**src/hdl/sdu_pkg.sv**
```systemverilog
// package for the signed divider unit
// widths, pipeline depth and the item types shared between the modules
package sdu_pkg;

  localparam int unsigned DendW  = 64;
  localparam int unsigned StageW = DendW;
  localparam int unsigned QDepth = 2;

  typedef struct packed {
    logic        kind;
    logic [31:0] divisor;
    logic [31:0] dividend_high;
    logic [31:0] dividend_low;
  } sdu_in_t;

  typedef struct packed {
    logic [31:0] quotient;
    logic [31:0] remainder;
    logic        overflow;
    logic        divide_by_zero;
  } sdu_out_t;

  // classified job handed from front to back
  typedef struct packed {
    logic [63:0] mag_n;
    logic [31:0] mag_d;
    logic        neg_n;
    logic        neg_q;
    logic        dz;
  } sdu_job_t;

endpackage

```
**src/hdl/sdu_front.sv**
```systemverilog
// front end: takes a word, forms magnitudes and signs, queues the job
// depends on sdu_pkg
module sdu_front (
  input  logic              clk_i,
  input  logic              rst_ni,
  input  logic              in_valid_i,
  output logic              in_ready_o,
  input  sdu_pkg::sdu_in_t  in_data_i,
  output logic              job_valid_o,
  input  logic              job_ready_i,
  output sdu_pkg::sdu_job_t job_o
);
  import sdu_pkg::*;

  logic [63:0] dend;
  logic [31:0] dsor;
  sdu_job_t    job;
  sdu_job_t    q_mem_q [QDepth];
  logic        wp_q, wp_d, rp_q, rp_d;
  logic [1:0]  cnt_q, cnt_d;
  logic        push, pop;

  // classify
  always_comb begin
    dend = in_data_i.kind ? {in_data_i.dividend_high, in_data_i.dividend_low}
                          : {{32{in_data_i.dividend_low[31]}}, in_data_i.dividend_low};
    dsor = in_data_i.divisor;
    job.neg_n = dend[63];
    job.neg_q = dend[63] ^ dsor[31];
    job.dz    = (dsor == '0);
    job.mag_n = dend[63] ? (64'd0 - dend) : dend;
    job.mag_d = dsor[31] ? (32'd0 - dsor) : dsor;
  end

  // two-entry job queue
  assign in_ready_o  = (cnt_q != 2'd2);
  assign push        = in_valid_i && in_ready_o;
  assign job_valid_o = (cnt_q != 2'd0);
  assign pop         = job_valid_o && job_ready_i;
  assign job_o       = q_mem_q[rp_q];

  always_comb begin
    wp_d  = push ? ~wp_q : wp_q;
    rp_d  = pop ? ~rp_q : rp_q;
    cnt_d = cnt_q + {1'b0, push} - {1'b0, pop};
  end

  always_ff @(posedge clk_i) begin
    if (push) begin
      q_mem_q[wp_q] <= job;
    end
  end

  always_ff @(posedge clk_i or negedge rst_ni) begin
    if (!rst_ni) begin
      wp_q  <= 1'b0;
      rp_q  <= 1'b0;
      cnt_q <= 2'd0;
    end else begin
      wp_q  <= wp_d;
      rp_q  <= rp_d;
      cnt_q <= cnt_d;
    end
  end
endmodule

```
**config.mk**
```make
export PLATFORM = sky130hd
export DESIGN_NAME = sdu_front
export DESIGN_NICKNAME = d
export VERILOG_FILES = /design/src/hdl/sdu_pkg.sv /design/src/hdl/sdu_front.sv
export SDC_FILE = /design/constraint.sdc
export NUM_CORES = 1
export LEC_CHECK = 0
export BUFFER_PORTS_ARGS = -buffer_cell sky130_fd_sc_hd__buf_2
export CORE_UTILIZATION = 50
export DETAILED_ROUTE_END_ITERATION = 10
export PLACE_DENSITY = 0.77
export SYNTH_ARGS = -nofsm -noshare
export SYNTH_HDL_FRONTEND = slang
export SYNTH_SLANG_ARGS = --single-unit
```
**constraint.sdc**
```tcl
create_clock -name clk_i -period 5.16 [get_ports clk_i]
set_input_delay 0.258 -clock clk_i [delete_from_list [all_inputs] [get_ports clk_i]]
set_output_delay 0.258 -clock clk_i [all_outputs]
set_load 0.03 [all_outputs]
```
Word level (Yosys, flattened, before mapping):

Memories as Yosys holds them, arrays and structs flattened.
Cells that the tools add are included.

* register bits: 4
* bits in writable memories: 198
* input port bits: 101
* word-level logic and storage cells: 21
* memories kept: 1

* add/sub/neg operators: 4
* equal/unequal tests: 1
* muxes and demuxes: 5
* bitwise operators: 3
* reductions and logical operators: 4

Memory list
* q_mem_q: words 2, bits a word 99, read ports 1, clocked after memory_dff 0, write ports 1, line sdu_front.sv:18 `sdu_job_t q_mem_q [QDepth];`

Operators by type and width (number)
* two-way mux 64 bit: 2
* subtractor 1 x 64 -> 64 bit (first input constant): 1
* zero test 32 bit: 1
* two-way mux 32 bit: 1
* subtractor 1 x 32 -> 32 bit (first input constant): 1
* adder 2 x 1 -> 2 bit: 1
* logical AND 1 bit: 2
* two-way mux 1 bit: 2
* != test 2 bit (second input constant): 1
* NOT 1 bit: 2
* nonzero test 2 bit: 1
* subtractor 2 x 1 -> 2 bit: 1
* XOR 1 bit: 1

Longest topological paths before layout:

Gate-level depths: netlist of run 1.

* depth in word-level cells: 4
* mapped depth: 8
* mapped depth without buffers: 7

Worst setup path after synthesis of run 1:

OpenSTA, ideal clock, no wires.

* path kind: reg-to-reg
* from: reg cnt_q[1]
* to: mem q_mem_q[0][0] (netlist bit) (enable)
* library setup time: 558 ps
* data arrival time: 4968 ps
* slack: -366 ps
* stages on the path, launching flop included: 4
* buffers on the path: 0
* cells stage by stage: dfrtp_1 -> nand2b_1 -> nand2_1 -> nor2_1

* cells in the longest elaborated chain, start to end: 4

RTL lines
* start: declaration: line sdu_front.sv:20 `logic [1:0] cnt_q, cnt_d;`
* start signal: assignment: line sdu_front.sv:62 `cnt_q <= cnt_d;`
* != test 2 bit: line sdu_front.sv:36 `assign in_ready_o = (cnt_q != 2'd2);`
* named net in_ready_o: line sdu_front.sv:7 `output logic in_ready_o,`
* logical AND 1 bit: line sdu_front.sv:37 `assign push = in_valid_i && in_ready_o;`
* two-way mux 1 bit: line sdu_front.sv:49 `if (push) begin`
* two-way mux 1 bit (implied by the code): line sdu_front.sv:50 `q_mem_q[wp_q] <= job;`
* end: declaration: line sdu_front.sv:18

The timed path passes the listed nets, and every way through them passes these cells.

==> results of run 1 <==
-- state kept, by name, summed over array words and instances (netlist names) --
signal   flops
cnt_q        2
rp_q         1
wp_q         1
q_mem_q    198
-- synthesized netlist by cell type (6+ instances only) --
| master | n | area, µm² |
|---|---|---|
| a21oi_1 | 18 | 90.1 |
| a31oi_1 | 8 | 50.1 |
| and2_1 | 6 | 37.5 |
| clkbuf_1 | 23 | 86.3 |
| edfxtp_1 | 198 | 5950 |
| inv_1 | 14 | 52.6 |
| mux2_2 | 99 | 1110 |
| nand2_1 | 31 | 116 |
| nand2b_1 | 11 | 68.8 |
| nand3_1 | 10 | 50.1 |
| nor2_1 | 50 | 188 |
| nor3_1 | 17 | 85.1 |
| nor4_1 | 10 | 62.6 |
| o21ai_0 | 26 | 130 |
| o31ai_1 | 19 | 143 |
| o41ai_1 | 9 | 78.8 |
| o41ai_2 | 7 | 114 |
| or2_2 | 6 | 37.5 |
| or3_1 | 13 | 81.3 |
| or4_1 | 8 | 60.1 |
| xnor2_1 | 58 | 508 |
| xor2_1 | 31 | 272 |
-- metal layers --
layer | wire, µm | track usage (%) | part of all wire [%]
met4 | 625 | 7.92 | 2.8
met3 | 1810 | 4.02 | 8.0
met5 | 0 | 0 | 0
met1 | 9290 | 28.9 | 41
met2 | 10700 | 37.1 | 48
-- power breakdown --
part / leakage, nW / total, W / internal, W / switching (W)
Clock: 0.329 / 0.00150 / 0.000903 / 0.000594
Sequential: 1.90 / 0.00248 / 0.00229 / 0.000188
Combinational: 2.04 / 0.00223 / 0.000767 / 0.00146
-- worst max-delay path: stages, from the launching register on --
cell and delay, ns:
dfrtp_4 1.03, buf_4 0.56, mux2_2 0.44, buf_2 0.19
-- worst max-delay path by stage --
stage / from / to / slack [ns] / depth (start not counted)
3_5_place_dp: in_data_i[11] / q_mem_q[0][79] / 1.93 / 7
2_1_floorplan: cnt_q[1] / q_mem_q[0][0] / 1.30 / 3
3_3_place_gp: in_data_i[11] / q_mem_q[0][79] / 1.99 / 7
6_report: rp_q / job_o[68] / 2.10 / 3
4_1_cts: rp_q / job_o[68] / 2.09 / 3
5_1_grt: rp_q / job_o[68] / 2.01 / 3
-- cell type report --
type	instances	area share (%)
flip-flops and latches	202	50.9
well taps	265	2.79
multi-input cells	481	31.2
inverters	16	0.505
clock inverters	8	0.705
repair buffers	208	8.94
clock buffers	28	5.00
-- cell usage in the layout, fill, tap and decap left out, drive strengths merged, types with 20 or more instances in the layout --
cell,instances
mux2,99
nand2,31
nor2,50
clkbuf,28
xnor2,58
xor2,31
o31ai,20
buf,206
o21ai,26
edfxtp,198
-- per-stage QoR --
step | cell area (µm²) | total power [W] | setup slack, ns
detailed placement | 11200 | 0.00476 | 1.93
global placement | 11200 | 0.00473 | 1.99
finish | 11900 | 0.00620 | 2.10
CTS | 11900 | 0.00627 | 2.09
global route | 11900 | 0.00648 | 2.01
floorplan | 9910 | 0.00411 | 1.30
-- cells by family after synthesis --
family | count (synthesis)
flops | 202
simple gates | 191
mux | 102
compound gates | 95
xor+xnor | 89
buf+inv | 42
fa+ha+maj | 4
==> summary by stage, run 1 <==
Routing
The first detailed-routing pass took 5 iterations. For this block, the initial DRC count from the detailed router was 513. The sum of routed wire length over all layers is 22.4 mm. Using the TritonRoute via totals, the vias-per-cell ratio works out to 5.63.

After detailed routing, the average wire length per cell comes to 18.6 µm. The routed layout has 6807 vias. After detailed routing, the number of remaining DRC violations is 0.

The number of antenna-violating nets in the routed design is 0.

Placement
The half-perimeter wire length of the detailed placement result is 15.5 mm. The routability congestion estimate from global placement is 0.931. Input and output buffers added on the ports amount to 201. The number of cells in the design after placement is 1170.

Synthesis
The number of register bits inferred by synthesis is 202. The count of flip-flops with a built-in enable after synthesis is 198. The synthesized netlist cell count is 725. The compound-cell area share of the yosys netlist is 6.83%. The average size of a mapped cell is 13.7 µm².

The count of distinct cell types in the synthesized netlist is 49. During synthesis, Yosys emitted a total of 0 warnings. After synthesis, the largest family of logic cells by area is multiplexers. The synthesized-area fraction occupied by and/or/nand/nor cells is 10.5%. The multiplexer area fraction after synthesis is 11.6%. The adder-cell area share of the yosys netlist is 0.505%. For this run, asynchronously set or reset flops after synthesis account for 1.98%.

Among all flip-flop cells after synthesis, the most frequent one is edfxtp_1. The combined area of all synthesized cells is 9900 µm². Of the total synthesized cell area, the portion taken by XOR and XNOR cells is 7.87%. The post-synthesis sequential area ratio is 61.0%. The number of nets in the synthesized netlist is 830.

STA
For this run, the top clock speed supported by timing is 327 MHz. The final cycle utilization of the critical path is 59.3%. For the pin with the worst max-slew slack, the measured transition is 0.949 ns. The final hold violation count is 0. Summed over all failing endpoints, the final setup total negative slack is 0 ns. The worst pin sits at a relative slew slack of 36.7%. Setup repair after global routing left no endpoint under its margin.

The tightest hold margin is 0.0469 ns. The max-slew violation count is 0. The final setup violation count is 0. The shortest clock period the worst path allows after layout is 3.06 ns.

On the final layout, the worst clock skew is 0.00682 ns.

Power and ir drop
The total leakage power is 4.27 nW. Across the VDD grid, the largest voltage drop is 0.000332 V. The power density over cell area is 522 nW/µm².

Clock network
The buffer levels on the longest clock path is 3. Once the clock tree was built, the setup fixing pass inserted 0 buffers. Post-CTS repair changed the size of 0 cells.

TritonCTS built the clock tree. Buffers inserted during clock tree synthesis total 22. In this run, post-CTS hold repair placed 2 buffers. The sink count of the clock tree is 202. The H-tree level count is 1.

The library cell used as clock root buffer is clkbuf_16. The clock-pin slew reported for the worst setup and hold paths after clock tree synthesis is 0.06 ns. The later pin in the worst-skew pair is clocked with a latency of 0.49 ns.

Global route
For this run the aggregate overflow at the end of global routing stands at 0. Entering global routing, the biggest net connects 67 pins. The number of antenna violations at the first check in global routing is 0. The first global-routing pass estimated 34.9 mm of wire. Across every metal layer, demand over resource in global routing totals 22.2%. The number of global-route vias before repair was 6761.

Cells and area
For this run, the post-layout net count is 1036. The share of post-route cells with drive strength above 1 is 37.3%. Once layout is complete, the cells apart from fillers number 1208. The number of antenna diodes is 0. The post-layout utilization of the core is 61.1%.

Compared with the post-synthesis result, the final layout area differs by 20.0%. The multi-input gate area in the final layout is 3710 µm². The storage element area is 6050 µm².

The count of fill cells added during filler insertion is 1518.

Worst hold path
The hold path depth is 1. The worst hold-check path type is in -> reg. The capture endpoint of the worst hold path is q_mem_q[0][35]. The worst hold path begins at in_data_i[0].

Critical path
The data required time of the critical path is 4.90 ns. The startpoint class of the critical path is a register. For the worst setup path, the data arrival time is 2.80 ns. The number of cells traversed by the worst register-to-register path is 3. The startpoint-to-endpoint class of the critical path is reg -> out. Along the worst path, the maximum fanout reaches 66. The launch instance of the worst register-to-register path is cnt_q[1]. For flop-to-flop paths, the worst setup slack is 2.82 ns. The endpoint identified for the worst register-to-register timing path is q_mem_q[1][64]. STA classifies the critical path endpoint as an output port.

Floorplan
The number of primary I/O pins is 202. The die is 143 µm tall. Once the floorplan was initialized, standard cells occupied 50.9% of the core.

The floorplan has 51 rows. The die width is 143 µm. The die area is 20400 µm². In this run the standard cell core region covers 19500 µm².

Job
Max-cap violations in this run came to 0.

Status
The run finished with clean final reports.
Note: power is estimated with default switching activity, not from simulation.
==> run 2: changes to the inputs <==
- CORE_UTILIZATION: 50 -> 55
- PLACE_DENSITY: 0.77 -> 0.8
- clock period: 5.16 -> 3 ns (I/O delays scaled with it)
==> summary by stage, run 2 (synthesized netlist as in run 1, its figures left out) <==
STA
The final hold violation count came to 0 (unchanged). The final setup violation count is 0 (unchanged). The final cycle utilization of the critical path is 92.3%. The maximum clock rate is 361 MHz. The total negative slack for setup checks is 0 ns (unchanged). The shortest clock period the worst path allows after layout is 2.77 ns. The setup clock skew after layout is 0.0200 ns (+0.0132 ns).

Setup repair after global routing left no endpoint under its margin. The transition time of the tightest slew-check pin is 0.650 ns (-0.299 ns). The worst slew margin relative to its limit is 56.4% (+20 points). The max-slew violation count is 0 (unchanged).

Cells and area
Relative to the synthesized area, the layout overhead comes to 23.3%. Leaving out fill and tap cells, the most frequent cells in the layout are 201 x buf_2, 198 x edfxtp_1, 99 x mux2_2. The most common cell after layout, fill and taps aside is buf_2.

The number of antenna diodes is 0 (unchanged). The share of post-route cells with drive strength above 1 came to 37.8% (+0.52 points). The number of nets in the finished design is 1065 (+2.8%).

Ranked by flip-flop count, first place goes to q_mem_q. The post-layout utilization of the core is 70.1% (+9.0 points). The number of flip-flops in the largest register is 198 (unchanged).

The count of fill cells added during filler insertion came to 1242 (-18%). The final cell count without fillers is 1200 (-0.66%). In the final layout, the registers with the most flip-flops are q_mem_q: 198 flops, cnt_q: 2 flops.

Critical path
The startpoint-to-endpoint class of the critical path is in -> reg. The highest-delay cell along the critical path is or4_1. The worst register-to-register path begins at cnt_q[1]. The capturing point of the worst reg2reg path is q_mem_q[1][65]. The biggest fanout along the worst timing path is 10 (-85%).

The data required time of the critical path was 3.24 ns (-1.66 ns). Walking the worst path, the cells encountered are dlygate4sd3_1 > buf_2 > or3_1 > or3b_1 > or4_1 > o41ai_2 > xor2_1 > nor2_1. The endpoint type of the worst setup path is a register.

The worst setup path is launched from an input pin. The number of buffers and inverters on the critical path was 2 (unchanged). The number of cells traversed by the worst register-to-register path came to 3 (unchanged). The kind of cell adding the most delay to the critical path is simple AND/OR/NAND/NOR gates. The instance count on the critical path is 8 (+5). The data arrival at the endpoint of the critical path is 3.01 ns (+0.21 ns). The critical path's largest stage delay is 0.70 ns (-0.33 ns). The slack of the worst reg-to-reg path is 1.24 ns (-1.58 ns).

Floorplan
The vertical die dimension was 136 µm (-4.6%). The die area is 18500 µm² (-9.0%). The initial core utilization was 56.9% (+6.0 points). The number of primary I/O pins came to 202 (unchanged). The die width is 136 µm (-4.6%). The placeable core region was 17400 µm² (-11%). The standard-cell row count is 48 (-5.9%).

Worst hold path
The worst hold path begins at in_data_i[73]. The hold path depth is 2 (+1). The min-delay analysis places its worst path in the category in -> reg. The path with the worst hold slack has its endpoint at q_mem_q[1][12].

Power and ir drop
The power density over cell area came to 896 nW/µm² (+72%). The total leakage power is 4.44 nW (+4.0%). The maximum vdd drop came to 0.000794 V (+140%). The overall power is 0.0109 W (+76%).

Placement
The routability congestion estimate from global placement is 0.905 (-2.8%). The half-perimeter wire length of the detailed placement result is 16.1 mm (+3.4%). The number of cells in the design after placement is 1141 (-2.5%).

The number of port buffers is 201 (unchanged).

Routing
The number of antenna-violating nets in the routed design was 0 (unchanged). The sum of routed wire length over all layers came to 23.5 mm (+4.5%). The mean routed wirelength per cell was 19.5 µm (+5.2%). The DRC violation total after the first TritonRoute iteration came to 520 (+1.4%).

The via-per-instance ratio came to 5.78 (+2.6%). The detailed-route DRC error count was 0 (unchanged). The detailed-router iteration count before antenna repair is 5 (unchanged). The vias after detailed routing was 6935 (+1.9%).

Clock network
The tree is rooted in a clkbuf_16. The clock-pin slew reported for the worst setup and hold paths after clock tree synthesis came to 0.06 ns (about the same). The source-to-sink clock delay at the later pin of the worst-skew pair came to 0.51 ns (+0.02 ns). The buffer levels on the longest clock path is 3 (unchanged). The number of buffers created by CTS was 22 (unchanged). The sink count of the clock tree is 202 (unchanged). The H-tree level count came to 1 (unchanged). The CTS tree is yes.

Global route
The number of global-route vias before repair was 6772 (+0.16%). The maximum number of pins on one net before global-route repair is 100 (+49%). The global-route wire length before repair is 36.0 mm (+3.2%).

The number of antenna violations at the first check in global routing is 0 (unchanged). The combined global-route utilization of all metal layers is 25.5% (+3.3 points). The total grt overflow is 0 (unchanged).

Status
The flow ran to the end, and the final reports show no timing, DRC or antenna violations.

Job
The total of max-cap violations is 0 (unchanged).
## run 2: cell count changes in the layout (fill, tap and decap cells not counted), sizes merged
cell         delta
buf            +11
dlygate4sd3    +18
bufinv          +2
clkinv          +1
## run 2: final cells by class
class,instances,area (µm²),area share [%]
flip-flops and latches,202,6050,49.6
multi-input cells,481,3720,30.4
repair buffers,237,1360,11.2
clock buffers,28,573,4.69
well taps,225,282,2.31
clock inverters,11,163,1.33
inverters,16,60.1,0.492
## run 2: timing repair
action                                  in CTS  in global routing
resized for setup                            0                  1
endpoints found under the setup margin       0                  2
hold endpoints to repair                    43                  0
buffers inserted                             0                  0
hold buffers                                20                  0
## run 2: how the worst max path moves through the flow
stage	from	end	slack (ns)
global route	in_data_i[22]	q_mem_q[0][79]	0.16
CTS	in_data_i[10]	q_mem_q[0][79]	0.19
detailed placement	in_data_i[11]	q_mem_q[1][79]	0.22
global placement	in_data_i[96]	q_mem_q[0][91]	0.33
floorplan	cnt_q[1]	q_mem_q[0][0]	0.23
finish	in_data_i[22]	q_mem_q[0][79]	0.23
## run 2: stage by stage
step                setup slack, ns  hold slack (ns)  cell area (µm²)
finish                        0.232           0.0116            12200
global route                  0.155           0.0128            12200
CTS                           0.192          0.00179            12200
detailed placement            0.217          -0.0390            11300
global placement              0.328          -0.0403            11300
floorplan                     0.231           -0.146             9910
## run 2: routing by layer
layer	global-route usage, %	wire [µm]	up-vias
met4	9.51	801	0
met1	32.8	9480	3344
met3	5.03	1710	53
met5	0	0	-
li1	-	-	3233
met2	42.6	11500	305
## run 2: report_power, final
part / switching [W] / internal [W]
logic: 0.00264 / 0.00139
registers: 0.000239 / 0.00394
clock network: 0.00104 / 0.00169
total: 0.00391 / 0.00702
==> run 3: changes to the inputs <==
--- a/config.mk
+++ b/config.mk
@@ -8,5 +8,5 @@
 export BUFFER_PORTS_ARGS = -buffer_cell sky130_fd_sc_hd__buf_2
-export CORE_UTILIZATION = 55
+export CORE_UTILIZATION = 50
 export DETAILED_ROUTE_END_ITERATION = 10
-export PLACE_DENSITY = 0.8
+export PLACE_DENSITY = 0.77
 export SYNTH_ARGS = -nofsm -noshare
==> constraint.sdc (replaced) <==
create_clock -name clk_i -period 2.3 [get_ports clk_i]
set_input_delay 0.575 -clock clk_i [delete_from_list [all_inputs] [get_ports clk_i]]
set_output_delay 0.575 -clock clk_i [all_outputs]
set_load 0.03 [all_outputs]
==> summary by stage, run 3 (synthesized netlist as in run 1, its figures left out) <==
STA
The setup clock skew after layout is 0.0127 ns (-0.00737 ns). The worst slew margin relative to its limit is 67.7% (+11 points). The smallest setup slack after layout is -0.116 ns (-0.348 ns). Setup repair after global routing could not meet its margin everywhere. The shortest clock period the worst path allows after layout is 2.42 ns.

The max-slew violation count is 0 (unchanged). The final cycle utilization of the critical path is 105%. Derived from the worst setup path, the maximum achievable clock frequency is 414 MHz.

The transition time of the tightest slew-check pin is 0.478 ns (-0.171 ns). The final setup violation count is 118 (+118). The final hold violation count is 0 (unchanged). The tightest hold margin is 0.378 ns (+0.367 ns).

Placement
The routability congestion estimate from global placement was 0.896 (-1.0%). The worst setup slack before clock tree synthesis is -0.625 ns (-0.842 ns). The half-perimeter wire length of the detailed placement result was 18.0 mm (+12%). The number of port buffers is 201 (unchanged).

Power and ir drop
The power density over cell area is 1090 nW/µm² (+22%). The total leakage power is 5.55 nW (+25%). The overall power is 0.0156 W (+43%). The maximum vdd drop is 0.000722 V (-9.0%).

Cells and area
The count of fill cells added during filler insertion is 1237 (-0.40%). Leaving out fill and tap cells, the most frequent cells in the layout are 218 x buf_4, 198 x edfxtp_1, 104 x buf_2. The area growth from synthesis to layout is 44.7%. The post-layout utilization of the core was 73.6% (+3.5 points). The number of antenna diodes is 0 (unchanged).

Counting flops per register, the top entry is q_mem_q. Leaving out fill and tap cells, the most frequent cell in the layout is buf_4. The share of post-route cells with drive strength above 1 came to 52.3% (+14 points). The number of nets in the finished design came to 1217 (+14%). The multi-input gate area in the final layout is 4150 µm² (+12%). The largest registers in the layout are q_mem_q: 198 flops, cnt_q: 2 flops. The storage element area came to 6050 µm² (unchanged). The number of flip-flops in the largest register came to 198 (unchanged).

Clock network
The library cell used as clock root buffer is clkbuf_16. The H-tree level count was 1 (unchanged). The source-to-sink clock delay at the later pin of the worst-skew pair is 0.51 ns (about the same). The number of buffers created by CTS came to 22 (unchanged). The buffer levels on the longest clock path came to 3 (unchanged).

The clock-pin slew reported for the worst setup and hold paths after clock tree synthesis came to 0.06 ns (about the same). The sink count of the clock tree came to 202 (unchanged). TritonCTS built the clock tree.

Global route
The number of antenna violations at the first check in global routing is 0 (unchanged). The combined global-route utilization of all metal layers is 25.2% (-0.29 points). The total grt overflow is 0 (unchanged). The global-route wire length before repair is 39.4 mm (+9.5%). The maximum number of pins on one net before global-route repair is 59 (-41%). The number of global-route vias before repair is 7719 (+14%).

Routing
The via-per-instance ratio was 5.50 (-4.9%). The sum of routed wire length over all layers is 27.0 mm (+15%). The detailed-router iteration count before antenna repair was 5 (unchanged).

The mean routed wirelength per cell came to 19.4 µm (-0.49%). The DRC violation total after the first TritonRoute iteration is 461 (-11%). The number of antenna-violating nets in the routed design came to 0 (unchanged). The vias after detailed routing is 7636 (+10%).

The detailed-route DRC error count is 0 (unchanged).

Critical path
The number of buffers and inverters on the critical path came to 3 (+1). The biggest fanout along the worst timing path is 5 (-5). The critical path's largest stage delay is 0.59 ns (-0.11 ns). The endpoint type of the worst setup path is a register. The kind of cell adding the most delay to the critical path is simple AND/OR/NAND/NOR gates. The setup path with the least slack is of type in -> reg. The data arrival at the endpoint of the critical path is 2.66 ns (-0.35 ns). The critical path goes through buf_6 > nor4_4 > buf_4 > nand4b_1 > or4_4 > buf_8 > o41ai_4 > xor2_1 > nor2_1. The startpoint class of the critical path is an input pin.

The slowest stage of the critical path belongs to the cell or4_4. The data required time of the critical path is 2.55 ns (-0.69 ns).

Floorplan
The die width is 143 µm (+4.8%). The die area came to 20400 µm² (+9.8%). The standard-cell row count is 51 (+6.3%). The vertical die dimension is 143 µm (+4.8%). The initial core utilization is 50.9% (-6.0 points). The placeable core region is 19500 µm² (+12%). The number of primary I/O pins is 202 (unchanged).

Status
The run finished, with violations left. The final reports fail on setup timing.

Worst hold path
The tightest min-delay check is of the in -> reg type.

Job
The total of max-cap violations is 0 (unchanged).
## run 3: cell count changes in the layout (fill, tap and decap cells not counted), sizes merged
| cell | delta |
|---|---|
| clkbuf | +3 |
| clkinv | -3 |
| bufinv | -1 |
| dlygate4sd3 | -19 |
| buf | +169 |
## run 3: power by group
| group | total, W | switching [W] | internal (W) |
|---|---|---|---|
| logic | 0.00683 | 0.00392 | 0.00291 |
| registers | 0.00535 | 0.000214 | 0.00514 |
| clock network | 0.00345 | 0.00136 | 0.00209 |
| total | 0.0156 | 0.00549 | 0.0101 |
## run 3: what timing repair did
item / in CTS / in global routing
cloned: 1 / 3
setup endpoints to repair: 108 / 144
hold endpoints to repair: 4 / 0
gates resized for setup: 134 / 60
hold buffers: 1 / 0
setup buffers: 4 / 11
pin swaps: 1 / 19
## run 3: path summary, 6_finish.rpt
kind	startpoint	endpoint	slack (ns)	depth (start not counted)
worst max-delay path	in_data_i[9]	q_mem_q[0][79]	-0.12	9
worst min-delay path	in_valid_i	wp_q	0.38	3
worst max register to register	cnt_q[1]	cnt_q[1]	0.51	7
worst min register to register	cnt_q[0]	cnt_q[0]	0.53	1
max in group asynchronous	rst_ni	rp_q	1.75	2
min in group asynchronous	rst_ni	cnt_q[0]	0.42	2
## run 3: stage by stage
stage | cells | instance area (µm²) | setup TNS, ns
detailed placement | 1333 | 12700 | -38.35
CTS | 1375 | 13900 | -7.33
finish | 1389 | 14300 | -5.25
floorplan | 725 | 10100 | -31.28
global route | 1389 | 14300 | -11.86
global placement | 1333 | 12700 | -33.80
## run 3: layer usage
metal	GRT usage, %	wire (µm)	part of all wire (%)
met2	44.7	13600	50
met3	4.26	1820	6.8
met4	10.1	868	3.2
met5	0	0	0
met1	30.4	10700	40
## run 3: area by class of cell
| type | count | share of cell area [%] |
|---|---|---|
| Tap cell | 265 | 2.31 |
| Clock buffer | 29 | 4.03 |
| Clock inverter | 7 | 0.829 |
| Multi-Input combinational cell | 481 | 29.0 |
| Timing Repair Buffer | 389 | 21.2 |
| Inverter | 16 | 0.419 |
| Sequential cell | 202 | 42.2 |
## run 3: tightest hold or removal path: cells and delay by family
family	cells	cell delay, ns
buffers and inverters	1	0.12
xor gates and xnor gates	1	0.06
and+or+nand+nor	1	0.08
